[config.mk]
export PLATFORM = sky130hd
export DESIGN_NAME = capbb_div_cell
export DESIGN_NICKNAME = d
export VERILOG_FILES = /design/src/hdl/capbb_pkg.sv /design/src/hdl/capbb_div_cell.sv
export SDC_FILE = /design/constraint.sdc
export NUM_CORES = 1
export LEC_CHECK = 0
export ABC_AREA = 0
export BUFFER_PORTS_ARGS = -buffer_cell sky130_fd_sc_hd__buf_2
export CAP_MARGIN = 10
export CORE_AREA = 2 2 463 465
export CTS_CLUSTER_SIZE = 24
export DETAILED_ROUTE_END_ITERATION = 7
export DIE_AREA = 0 0 465 467
export PLACE_DENSITY = 0.3
export SYNTH_ARGS = -nofsm -noshare
export SYNTH_HDL_FRONTEND = slang
export SYNTH_SLANG_ARGS = --single-unit
[constraint.sdc]
create_clock -name clock -period 2.9 [get_ports clock]
set_input_delay 0.145 -clock clock [delete_from_list [all_inputs] [get_ports clock]]
set_output_delay 0.145 -clock clock [all_outputs]
set_load 0.01 [all_outputs]
[src/hdl/capbb_pkg.sv]
// ----------------------------------------------------------------------------
// capbb_pkg
// Shared widths, result kind codes and the side payload type of the capsule
// bounding box pipeline.
// ----------------------------------------------------------------------------
`default_nettype none

package capbb_pkg;

   localparam int CoordWidth  = 32;
   localparam int RadiusWidth = 31;
   localparam int KindWidth   = 3;

   // square root row: 66-bit radicand, two bits per cell
   localparam int SqRadWidth  = 66;
   localparam int SqSteps     = 33;
   localparam int SqRootWidth = 33;
   localparam int SqRemWidth  = 38;

   // divider row
   localparam int DenWidth    = 34;
   localparam int MagWidth    = 32;

   localparam logic [KindWidth-1:0] KindCenter    = 3'd0;
   localparam logic [KindWidth-1:0] KindExtents   = 3'd1;
   localparam logic [KindWidth-1:0] KindDirection = 3'd2;
   localparam logic [KindWidth-1:0] KindRight     = 3'd3;
   localparam logic [KindWidth-1:0] KindUp        = 3'd4;

   localparam logic [2:0] HoldCycles = 3'd4;

   typedef struct packed {
      logic signed [CoordWidth-1:0]  center_x;
      logic signed [CoordWidth-1:0]  center_y;
      logic signed [CoordWidth-1:0]  center_z;
      logic [RadiusWidth-1:0]        radius;
      logic [CoordWidth-1:0]         ext_x;
      logic                          degenerate;
      logic [2:0]                    neg;
      logic [2:0][MagWidth-1:0]      mag;
      logic signed [CoordWidth-1:0]  dir_x;
      logic signed [CoordWidth-1:0]  dir_y;
      logic signed [CoordWidth-1:0]  dir_z;
   } side_type;

endpackage

`default_nettype wire

[src/hdl/capbb_div_cell.sv]
// ----------------------------------------------------------------------------
// capbb_div_cell
// One cell of the divider row: one restoring step and one quotient bit for
// each of three lanes over a shared divisor.
// ----------------------------------------------------------------------------
`default_nettype none

module capbb_div_cell #(
   parameter int FRAC_BITS = 16
) (
   input  logic                                  clock,
   input  logic                                  reset,
   input  logic                                  src_valid,
   input  capbb_pkg::side_type                   src_side,
   input  logic [capbb_pkg::DenWidth-1:0]        src_den,
   input  logic [2:0][capbb_pkg::DenWidth-1:0]   src_rem,
   input  logic [2:0][FRAC_BITS:0]               src_low,
   input  logic [2:0][FRAC_BITS:0]               src_quo,
   output logic                                  dst_valid,
   output capbb_pkg::side_type                   dst_side,
   output logic [capbb_pkg::DenWidth-1:0]        dst_den,
   output logic [2:0][capbb_pkg::DenWidth-1:0]   dst_rem,
   output logic [2:0][FRAC_BITS:0]               dst_low,
   output logic [2:0][FRAC_BITS:0]               dst_quo
);

   localparam int DenW = capbb_pkg::DenWidth;

   logic                        valid_ff;
   capbb_pkg::side_type         side_ff;
   logic [DenW-1:0]             den_ff;
   logic [2:0][DenW-1:0]        rem_ff, rem_in;
   logic [2:0][FRAC_BITS:0]     low_ff, low_in;
   logic [2:0][FRAC_BITS:0]     quo_ff, quo_in;

   always_comb begin
      logic [DenW:0] r_t;
      logic [DenW:0] d_t;
      logic [DenW:0] diff;
      d_t = {1'b0, src_den};
      for (int l = 0; l < 3; l++) begin
         r_t  = {src_rem[l], src_low[l][FRAC_BITS]};
         diff = r_t - d_t;
         low_in[l] = {src_low[l][FRAC_BITS-1:0], 1'b0};
         if (r_t >= d_t) begin
            rem_in[l] = diff[DenW-1:0];
            quo_in[l] = {src_quo[l][FRAC_BITS-1:0], 1'b1};
         end else begin
            rem_in[l] = r_t[DenW-1:0];
            quo_in[l] = {src_quo[l][FRAC_BITS-1:0], 1'b0};
         end
      end
   end

   always_ff @(posedge clock) begin
      if (reset) begin
         valid_ff <= 1'b0;
      end else begin
         valid_ff <= src_valid;
      end
   end

   always_ff @(posedge clock) begin
      side_ff <= src_side;
      den_ff  <= src_den;
      rem_ff  <= rem_in;
      low_ff  <= low_in;
      quo_ff  <= quo_in;
   end

   assign dst_valid = valid_ff;
   assign dst_side  = side_ff;
   assign dst_den   = den_ff;
   assign dst_rem   = rem_ff;
   assign dst_low   = low_ff;
   assign dst_quo   = quo_ff;

endmodule

`default_nettype wire

Word-level counts from Yosys, hierarchy flattened --
Index checks and enable logic that the tools add are counted. W data, S select, Z words.
Word-level totals: register bits 591, output and inout bits 594, logic and storage cells 36
Operators by class: add/sub/neg operators 3, $lt $le $gt $ge 3, mux-type cells 6
Operator list (count):
- $ge A35 B34 Y1 | 3
- $mux W34 | 3
- $sub A34 B34 Y34 | 3
- $mux W1 | 3

Depth between registers and ports, before layout --
depth after elaboration 2, depth in mapped cells 14, depth with buffers taken out 13

Worst setup path after synthesis --
OpenSTA, ideal clock, no wires.
path kind input port to flip-flop, from input src_low[33] (netlist name), to register rem_ff, in the netlist dst_rem[66], data arrival time 2.479 ns, slack 0.304 ns, cell stages on the path 13, path buffers 0, cells stage by stage inv_1 ha_1 inv_1 fa_1 a211oi_1 o21ai_1 o21ai_0 a2bb2oi_1 a31oi_1 o21ai_1 a311oi_1 xor2_1 o21ai_1
RTL lines:
- start, declared | line capbb_div_cell.sv:17 | input logic [2:0][FRAC_BITS:0] src_low,
- end signal, assigned | line capbb_div_cell.sv:66 | rem_ff <= rem_in;
- end, declared | line capbb_div_cell.sv:32 | logic [2:0][DenW-1:0] rem_ff, rem_in;

==> reports/results.ini <==
[outcome]
status=finished, violations left
violations=hold timing

[logic_synthesis]
ys_seq_area_share_pct=64.28
avgSynthCellArea_sq_um=11.58
synth_edf_count=0
synthCells=1589
synth_area_leaders=dfxtp_1 (64%), ha_1 (6.9%), nand2_1 (3.0%)
ys_types=82
yosys_warnings=0
ys_async_sr_fraction_pct=0
synth.most_common_cell=dfxtp_1
synth_top_area_share_pct=64.28
ys_ff_latch=591
synth_common_cells=dfxtp_1 (591), nand2_1 (147), ha_1 (102)
synth.largest_area_cell=dfxtp_1
synth-main-ff-cell=dfxtp_1
netlist_area_sq_um=18410

[routing]
wl_per_cell_um=27.90
vias=21629
drt_wl_total_mm=186.0
first_pass_iters=5
via_per_inst=3.244
drc=0
drtIter0Drc=965
final_antenna_net_count=0

[clock_network]
clk_pin_slew_ns=0.06
cts.sinks=591
cts_buffer_depth=3
cts_hold_buf=681
cts_tree=yes
cts_root_buf=clkbuf_16
htreeDepth=3
numCtsBuffers=86

[power]
swShare_pct=30.14
p_leak_nw=18.16
p_int_mw=18.01
p_per_area_nw_per_um2=649.3
p_switching_mw=7.771
ir_drop_mv=0.4349
p_seq_share_pct=35.0
power_frac_comb_pct=20.7
p_clk_share_pct=44.3

[flow_run]
cap_violations=0

[sta]
tightestPinTransition_ns=0.5135
slew_headroom_pct=65.40
report.final.setup_viol=0
final_hold_viol_count=2
drv_slew=0
clock.fmax_mhz=348.5
min_period_ns=2.870
fin_tns_setup_ns=0
setup_ws_ns=0.03034
min_period_over_period_pct=98.95
whs_ns=-0.4422
rsz0062_at_grt=true

[floorplan]
core-area_sq_um=211700
row_count=169
io_pins=1190
die_h_um=467
start_util_pct=8.696
die_w_um=465
dieArea_sq_um=217200

[setup_path]
setup.worst_path.end_class=flop
required_ns=3.51
cp.arrival_ns=3.48
critPathLaunchType=primary input
critPathMaxFanout=3
path_class=primary input to flop

[grt]
grt_usage_pct=16.48
grt_overflow_total=0
antenna_found_initial=211
grt_pass1_wl_mm=229.7
grt_max_degree=23
grt_pass1_vias=22168

[placed_design]
gp_congestion=0.8716
placedInstanceArea_sq_um=29620
dp_slack_ns=-0.4326
io_buffers=1183
dp_hpwl_mm=167.6

[cells_and_area]
final.fill_count=23777
area_delta_synth_final_pct=115.7
final_area_sq_um=39710
drive_gt1_share_pct=42.63
fin_nets=4461

[hold_path]
min_path_cells=1
min-delay-path-class=primary input to flop

## final cells by class
class | instances | area (sq um) | share of cell area (%)
flip-flops and latches | 591 | 11830 | 29.79
clock inverters | 40 | 621.8 | 1.566
repair buffers | 2117 | 14740 | 37.12
clock buffers | 116 | 2405 | 6.056
diodes | 19 | 47.55 | 0.1197
inverters | 71 | 270.3 | 0.6806
well taps | 2821 | 3530 | 8.889
multi-input cells | 893 | 6264 | 15.77
## layer usage
layer	part of all wire [%]	track usage [%]	wire length, um
met1	37	17.78	69510
met2	50	29.66	92530
met4	3.4	4.181	6278
met5	0.10	0	195
met3	9.4	6.670	17520
## path summary, 6_finish.rpt
check | from | slack [ns] | to
worst max-delay path | src_den[16] | 0.03 | dst_rem[30]$_DFF_P_
worst min-delay path | src_den[0] | -0.44 | dst_den[0]$_DFF_P_
## cell families (layout without fill, tap and decap cells)
logic type	after synthesis	after routing	synth area share [%]
muxes	16	16	0.9993
DFF	591	591	64.28
xor gates and xnor gates	85	85	4.045
and+or+nand+nor	311	311	7.797
other	1	22	0.02037
buffers and inverters	107	2344	2.529
adders and majority gates	105	105	7.260
AOI/OAI and AO/OA	373	373	13.07
## through the flow
stage / utilization [%] / total power, mW / instances
floorplan: - / 10.80 / 1591
CTS: 18.65 / 26.42 / 6647
finish: 18.76 / 25.78 / 6668
global placement: 14.00 / 13.67 / 5810
global route: 18.74 / 27.06 / 6653
detailed placement: 14.00 / 13.65 / 5810
## power groups by stage
stage          combinational [mW]  sequential, mW  clock, mW
2_1_floorplan                1.30            9.50          0
3_3_place_gp                 4.47            9.20          0
3_5_place_dp                 4.45            9.20          0
4_1_cts                      5.45            9.03       11.9
5_1_grt                      5.76            9.08       12.2
6_report                     5.33            9.02       11.4
## registers in the layout, indices dropped and copies added (netlist names)
signal,flops
dst_low,48
dst_quo,51
dst_side,355
dst_valid,1
dst_rem,102
dst_den,34
## what timing repair did
action                     4_1_cts  5_1_grt
hold endpoints to repair       589        2
setup buffers                    0        1
setup endpoints to repair        0       79
resized for setup                0       36
## worst max-delay path: stages
cell           delay (ns)
dlygate4sd3_1        0.53
buf_2                0.15
clkinvlp_4           0.21
ha_1                 0.32
a21o_1               0.19
a211oi_2             0.29
or4b_1               0.52
a21oi_4              0.21
o31a_4               0.20
o21ai_2              0.09
o41ai_2              0.35
xor2_1               0.18
o21ai_0              0.09
## cells in the final DEF, fill, tap and decap left out, types with 37 or more instances in the layout
cell type         n
a21o_1           37
a21oi_1          92
buf_2          1183
buf_4           243
clkbuf_16        87
dfxtp_1         591
dlygate4sd3_1   681
ha_1            100
inv_1            68
nand2_1         147
nor2_1           47
o21ai_0          91
o21ai_1          37
xnor2_1          48
xor2_1           37
Power figures use the tool's default switching activity.
