$ cat src/hdl/capbb_pkg.sv
// ----------------------------------------------------------------------------
// capbb_pkg
// Shared widths, result kind codes and the side payload type of the capsule
// bounding box pipeline.
// ----------------------------------------------------------------------------
`default_nettype none

package capbb_pkg;

   localparam int CoordWidth  = 32;
   localparam int RadiusWidth = 31;
   localparam int KindWidth   = 3;

   // square root row: 66-bit radicand, two bits per cell
   localparam int SqRadWidth  = 66;
   localparam int SqSteps     = 33;
   localparam int SqRootWidth = 33;
   localparam int SqRemWidth  = 38;

   // divider row
   localparam int DenWidth    = 34;
   localparam int MagWidth    = 32;

   localparam logic [KindWidth-1:0] KindCenter    = 3'd0;
   localparam logic [KindWidth-1:0] KindExtents   = 3'd1;
   localparam logic [KindWidth-1:0] KindDirection = 3'd2;
   localparam logic [KindWidth-1:0] KindRight     = 3'd3;
   localparam logic [KindWidth-1:0] KindUp        = 3'd4;

   localparam logic [2:0] HoldCycles = 3'd4;

   typedef struct packed {
      logic signed [CoordWidth-1:0]  center_x;
      logic signed [CoordWidth-1:0]  center_y;
      logic signed [CoordWidth-1:0]  center_z;
      logic [RadiusWidth-1:0]        radius;
      logic [CoordWidth-1:0]         ext_x;
      logic                          degenerate;
      logic [2:0]                    neg;
      logic [2:0][MagWidth-1:0]      mag;
      logic signed [CoordWidth-1:0]  dir_x;
      logic signed [CoordWidth-1:0]  dir_y;
      logic signed [CoordWidth-1:0]  dir_z;
   } side_type;

endpackage

`default_nettype wire

$ cat src/hdl/capbb_sqrt_cell.sv
// ----------------------------------------------------------------------------
// capbb_sqrt_cell
// One cell of the square root row: takes two radicand bits, yields one root
// bit per lane, and hands the side payload on.
// ----------------------------------------------------------------------------
`default_nettype none

module capbb_sqrt_cell #(
   parameter int LANES = 1
) (
   input  logic                                           clock,
   input  logic                                           reset,
   input  logic                                           src_valid,
   input  capbb_pkg::side_type                            src_side,
   input  logic [LANES-1:0][capbb_pkg::SqRadWidth-1:0]    src_rad,
   input  logic [LANES-1:0][capbb_pkg::SqRemWidth-1:0]    src_rem,
   input  logic [LANES-1:0][capbb_pkg::SqRootWidth-1:0]   src_root,
   output logic                                           dst_valid,
   output capbb_pkg::side_type                            dst_side,
   output logic [LANES-1:0][capbb_pkg::SqRadWidth-1:0]    dst_rad,
   output logic [LANES-1:0][capbb_pkg::SqRemWidth-1:0]    dst_rem,
   output logic [LANES-1:0][capbb_pkg::SqRootWidth-1:0]   dst_root
);

   localparam int RadW  = capbb_pkg::SqRadWidth;
   localparam int RemW  = capbb_pkg::SqRemWidth;
   localparam int RootW = capbb_pkg::SqRootWidth;

   logic                                valid_ff;
   capbb_pkg::side_type                 side_ff;
   logic [LANES-1:0][RadW-1:0]          rad_ff, rad_in;
   logic [LANES-1:0][RemW-1:0]          rem_ff, rem_in;
   logic [LANES-1:0][RootW-1:0]         root_ff, root_in;

   always_comb begin
      logic [RemW-1:0] rem_t;
      logic [RemW-1:0] trial;
      for (int l = 0; l < LANES; l++) begin
         rem_t = {src_rem[l][RemW-3:0], src_rad[l][RadW-1 -: 2]};
         trial = {{(RemW-RootW-2){1'b0}}, src_root[l], 2'b01};
         rad_in[l] = {src_rad[l][RadW-3:0], 2'b00};
         if (rem_t >= trial) begin
            rem_in[l]  = rem_t - trial;
            root_in[l] = {src_root[l][RootW-2:0], 1'b1};
         end else begin
            rem_in[l]  = rem_t;
            root_in[l] = {src_root[l][RootW-2:0], 1'b0};
         end
      end
   end

   always_ff @(posedge clock) begin
      if (reset) begin
         valid_ff <= 1'b0;
      end else begin
         valid_ff <= src_valid;
      end
   end

   always_ff @(posedge clock) begin
      side_ff <= src_side;
      rad_ff  <= rad_in;
      rem_ff  <= rem_in;
      root_ff <= root_in;
   end

   assign dst_valid = valid_ff;
   assign dst_side  = side_ff;
   assign dst_rad   = rad_ff;
   assign dst_rem   = rem_ff;
   assign dst_root  = root_ff;

endmodule

`default_nettype wire

$ cat config.mk
export PLATFORM = sky130hd
export DESIGN_NAME = capbb_sqrt_cell
export DESIGN_NICKNAME = d
export VERILOG_FILES = /design/src/hdl/capbb_pkg.sv /design/src/hdl/capbb_sqrt_cell.sv
export SDC_FILE = /design/constraint.sdc
export NUM_CORES = 1
export LEC_CHECK = 0
export BUFFER_PORTS_ARGS = -buffer_cell sky130_fd_sc_hd__buf_2
export CORE_AREA = 4 4 383 385
export CTS_BUF_LIST = sky130_fd_sc_hd__clkbuf_8 sky130_fd_sc_hd__clkbuf_16
export DETAILED_ROUTE_END_ITERATION = 8
export DIE_AREA = 0 0 387 389
export PLACE_DENSITY = 0.34
export SLEW_MARGIN = 5
export SYNTH_ARGS = -nofsm -noshare
export SYNTH_HDL_FRONTEND = slang
export SYNTH_SLANG_ARGS = --single-unit
$ cat constraint.sdc
create_clock -name clock -period 2.8 [get_ports clock]
set_input_delay 0.28 -clock clock [delete_from_list [all_inputs] [get_ports clock]]
set_output_delay 0.28 -clock clock [all_outputs]
set_load 0.05 [all_outputs]
* Yosys cells after proc, flatten, opt, wreduce, memory -nomap -nowiden
Index checks and enable logic that the tools add are counted.
W data, S select, Z words.
** Storage, ports and cells
- Flip-flop bits (word level) :: 491
- Input bits :: 495
- Word-level logic and storage cells :: 21
** Cells by class
- $add $sub $neg :: 1
- Order comparisons :: 1
- Muxes and demuxes :: 2
** Operators with widths (count)
- $ge A38 B35 Y1 :: 1
- $mux W38 :: 1
- $sub A38 B35 Y38 :: 1
- $mux W1 :: 1

* Depth between registers and ports, before layout
- Word-level depth :: 2
- Mapped depth :: 13

* Worst setup path after synthesis
OpenSTA, ideal clock, no wires.
- Kind :: input to register
- Start :: input src_root[13] (netlist name)
- End :: register rem_ff, in the netlist dst_rem[33]
- Setup time :: 73 ps
- Data arrival time :: 2260 ps
- Path slack :: 467 ps
- Stages on the path :: 13
- Path buffers :: 2
- Cell sequence :: inv_1 > ha_1 > buf_6 > a21o_1 > a311o_1 > nand3_1 > a21oi_1 > a211oi_2 > o31a_4 > inv_2 > buf_6 > o211a_1 > nor3_2
** RTL lines
- from (decl) :: line capbb_sqrt_cell.sv:17 : input logic [LANES-1:0][capbb_pkg::SqRootWidth-1:0] src_root,
- to (signal assigned) :: line capbb_sqrt_cell.sv:63 : rem_ff <= rem_in;
- to (decl) :: line capbb_sqrt_cell.sv:32 : logic [LANES-1:0][RemW-1:0] rem_ff, rem_in;

==> impl_metrics.tcl <==
set metrics [dict create \
    io_buffers 983 \
    synth-seq-cells 491 \
    synth_common_cells "491 x dfxtp_1, 48 x a21oi_1, 40 x inv_1, 40 x nor2_1, 35 x ha_1" \
    p_per_area_nw_per_um2 744 \
    drv_slew 0 \
    yosysWarnings 0 \
    max_freq_mhz 373 \
    period_needed_ps 2680 \
    wl_per_cell_um 20.7 \
    cp-end-kind "register" \
    crit_arrival_ps 3210 \
    place_inst 3820 \
    ys_seq_area_frac 0.795 \
    synth_most_common_cell "dfxtp_1" \
    clk_pin_slew_ps 50 \
    hp-start "src_rem[26]" \
    yosysTopAreaCell "dfxtp_1" \
    fin_crit_sh 0.957 \
    path_class "input port to register" \
    crit_chain "dlygate4sd3_1, buf_2, ha_1, a21o_1, a311o_1, nand3_1, a21oi_1, a211oi_4, o31a_4, inv_2, buf_12, buf_4, o211a_1" \
    die_h_um 389 \
    crit_required_ps 3330 \
    viasPerCell 2.92 \
    drt_pass1_iterations 4 \
    setup_viol 0 \
    p_leak_nw 12.7 \
    grt_util_met2 0.202 \
    antenna_found_initial 81 \
    cts_tree "yes" \
    max_stage_delay_ps 530 \
    layout.cells.non_filler 4458 \
    fin_nets 3009 \
    gr-total-overflow 0 \
    netlist_area_um2 12400 \
    initial_core_util 0.0864 \
    use_met1 0.128 \
    drt_iter0_markers 428 \
    synth_top_area_frac 0.795 \
    drc 0 \
    die_area_um2 151000 \
    status "completed" \
    slew_headroom 0.598 \
    h-tree-depth 3 \
    fillers 15900 \
    core_um2 143000 \
    hold_viol 0 \
    critPathBufInv 5 \
    crit_path_max_fanout 11 \
    finalWirelength_mm 92.1 \
    cp_slowest_cell "dlygate4sd3_1" \
    hpwlAfterDp_mm 78.9 \
    min_path_type "input port to register" \
    grt_max_degree 30 \
    ios 988 \
    cts-root-buf "clkbuf_16" \
    grtUsageMet3 0.0580 \
    numCtsBuffers 67 \
    grt_pass1_wl_mm 121 \
    synth_edf_count 0 \
    whs_path_depth 4 \
    startpoint_type "input port" \
    synth_top_flop_cell "dfxtp_1" \
    async_reset_ff_frac 0 \
    netlist_top_cells_area "dfxtp_1 79%, ha_1 3.5%, a21oi_1 1.9%" \
    synth_cell_type_count 59 \
    netlist_instances 886 \
    crit_family "compound AO/OA/AOI/OAI gates" \
    grt_pass1_vias 14300 \
    grtUsageTotal 0.119 \
    tns_ps 0 \
    worst_pin_slew_ps 597 \
    final_layout_size_suffix_gt1_frac 0.467 \
    clk_path_buf_depth 3 \
    syn_area_per_cell_um2 14.0 \
    cts_sinks 491 \
    synthToLayoutAreaGrowth_pct 121 \
    ant_nets 0 \
    num_vias 13000 \
    top_usage_layer "met2" \
    ir_worst_vdd_mv 0.425 \
    cap_violations 0 \
    die_w_um 387 \
    holdPathEnd "dst_rem[28]" \
    place_congestion 0.835 \
    placementRows 139 \
]
==> registers in the layout, summed over array words and instances (netlist names) <==
| register | count |
|---|---|
| dst_side | 355 |
| dst_rem | 38 |
| dst_rad | 64 |
| dst_root | 33 |
| dst_valid | 1 |
==> layout by cell type, fill, tap and decap left out, types with 4 or more instances in the layout <==
cell           Yosys  routed
clkbuf_16          0      68
nor2b_1            5       5
nand2_1           34      33
a21o_1            11      11
and2_1             6       6
clkinv_2           0       7
diode_2            0      26
dlygate4sd3_1      0     490
o21a_1             8       7
a21oi_1           48      47
o21bai_1           4       4
clkbuf_8           0      11
nand2b_1           5       5
buf_2              5     983
nand3_1            5       5
inv_1             40      53
o21ai_0           25      23
buf_4              2      63
nor2_1            40      40
buf_12             0       4
clkinvlp_4         0       5
and3_1             4       4
xnor2_1           14      14
ha_1              35      32
o31ai_1            4       4
inv_6              0       5
nor3_1            12      10
nand4_1            7       7
a211oi_1           6       5
xor2_1            15      15
dfxtp_1          491     491
==> per-layer routing <==
| metal | vias up | share of wire |
|---|---|---|
| met5 | - | 0.00081 |
| met4 | 12 | 0.035 |
| met3 | 207 | 0.11 |
| met2 | 686 | 0.48 |
| met1 | 5934 | 0.38 |
| li1 | 6192 | - |
==> stage by stage <==
stage	setup WS [ps]	area, um2	util	power (W)	hold WS (ps)
floorplan	467	12400	-	0.00985	308
global placement	-320	20100	0.140	0.0113	382
detailed placement	-341	20100	0.140	0.0113	384
CTS	1.62	27200	0.190	0.0210	8.00
global route	-5.41	27400	0.191	0.0214	61.9
finish	121	27400	0.191	0.0204	84.3
==> report_power, final <==
| part | internal (W) | switching (W) |
|---|---|---|
| clock | 0.00506 | 0.00360 |
| sequential | 0.00746 | 0.000134 |
| combinational | 0.00133 | 0.00280 |
| total | 0.0138 | 0.00653 |
==> layout make-up <==
class | instances | area (um2) | area share
Tap cell | 1903 | 2380 | 0.0869
Inverter | 41 | 154 | 0.00562
Sequential cell | 491 | 9830 | 0.359
Multi-Input combinational cell | 338 | 2350 | 0.0859
Antenna cell | 26 | 65.1 | 0.00238
Timing Repair Buffer | 1540 | 10400 | 0.379
Clock inverter | 40 | 375 | 0.0137
Clock buffer | 79 | 1850 | 0.0677
==> worst max path at each step <==
stage,end,depth (start not counted),start
floorplan,dst_rem[33],13,src_root[13]
global placement,dst_rem[18],13,src_root[11]
detailed placement,dst_rem[27],14,src_root[11]
CTS,dst_rem[27],13,src_root[19]
global route,dst_rem[33],12,src_rem[13]
finish,dst_rem[31],13,src_rem[13]
==> cells by family after synthesis <==
logic type | after synthesis | share of synthesized area
AND/OR/NAND/NOR | 133 | 0.0520
buffers and inverters | 58 | 0.0213
adder cells (fa/ha/maj) | 35 | 0.0354
AO/OA/AOI/OAI | 138 | 0.0749
multiplexers | 1 | 0.000910
XOR/XNOR | 29 | 0.0205
other | 1 | 0.000303
flip-flops | 491 | 0.795
==> repair_timing <==
item / CTS / global route
setup buffers: 0 / 3
hold buffers: 490 / 0
resized for setup: 0 / 17
setup endpoints to repair: 0 / 30
endpoints found under the hold margin: 489 / 0
No activity file was read; power rests on OpenSTA's default activity.
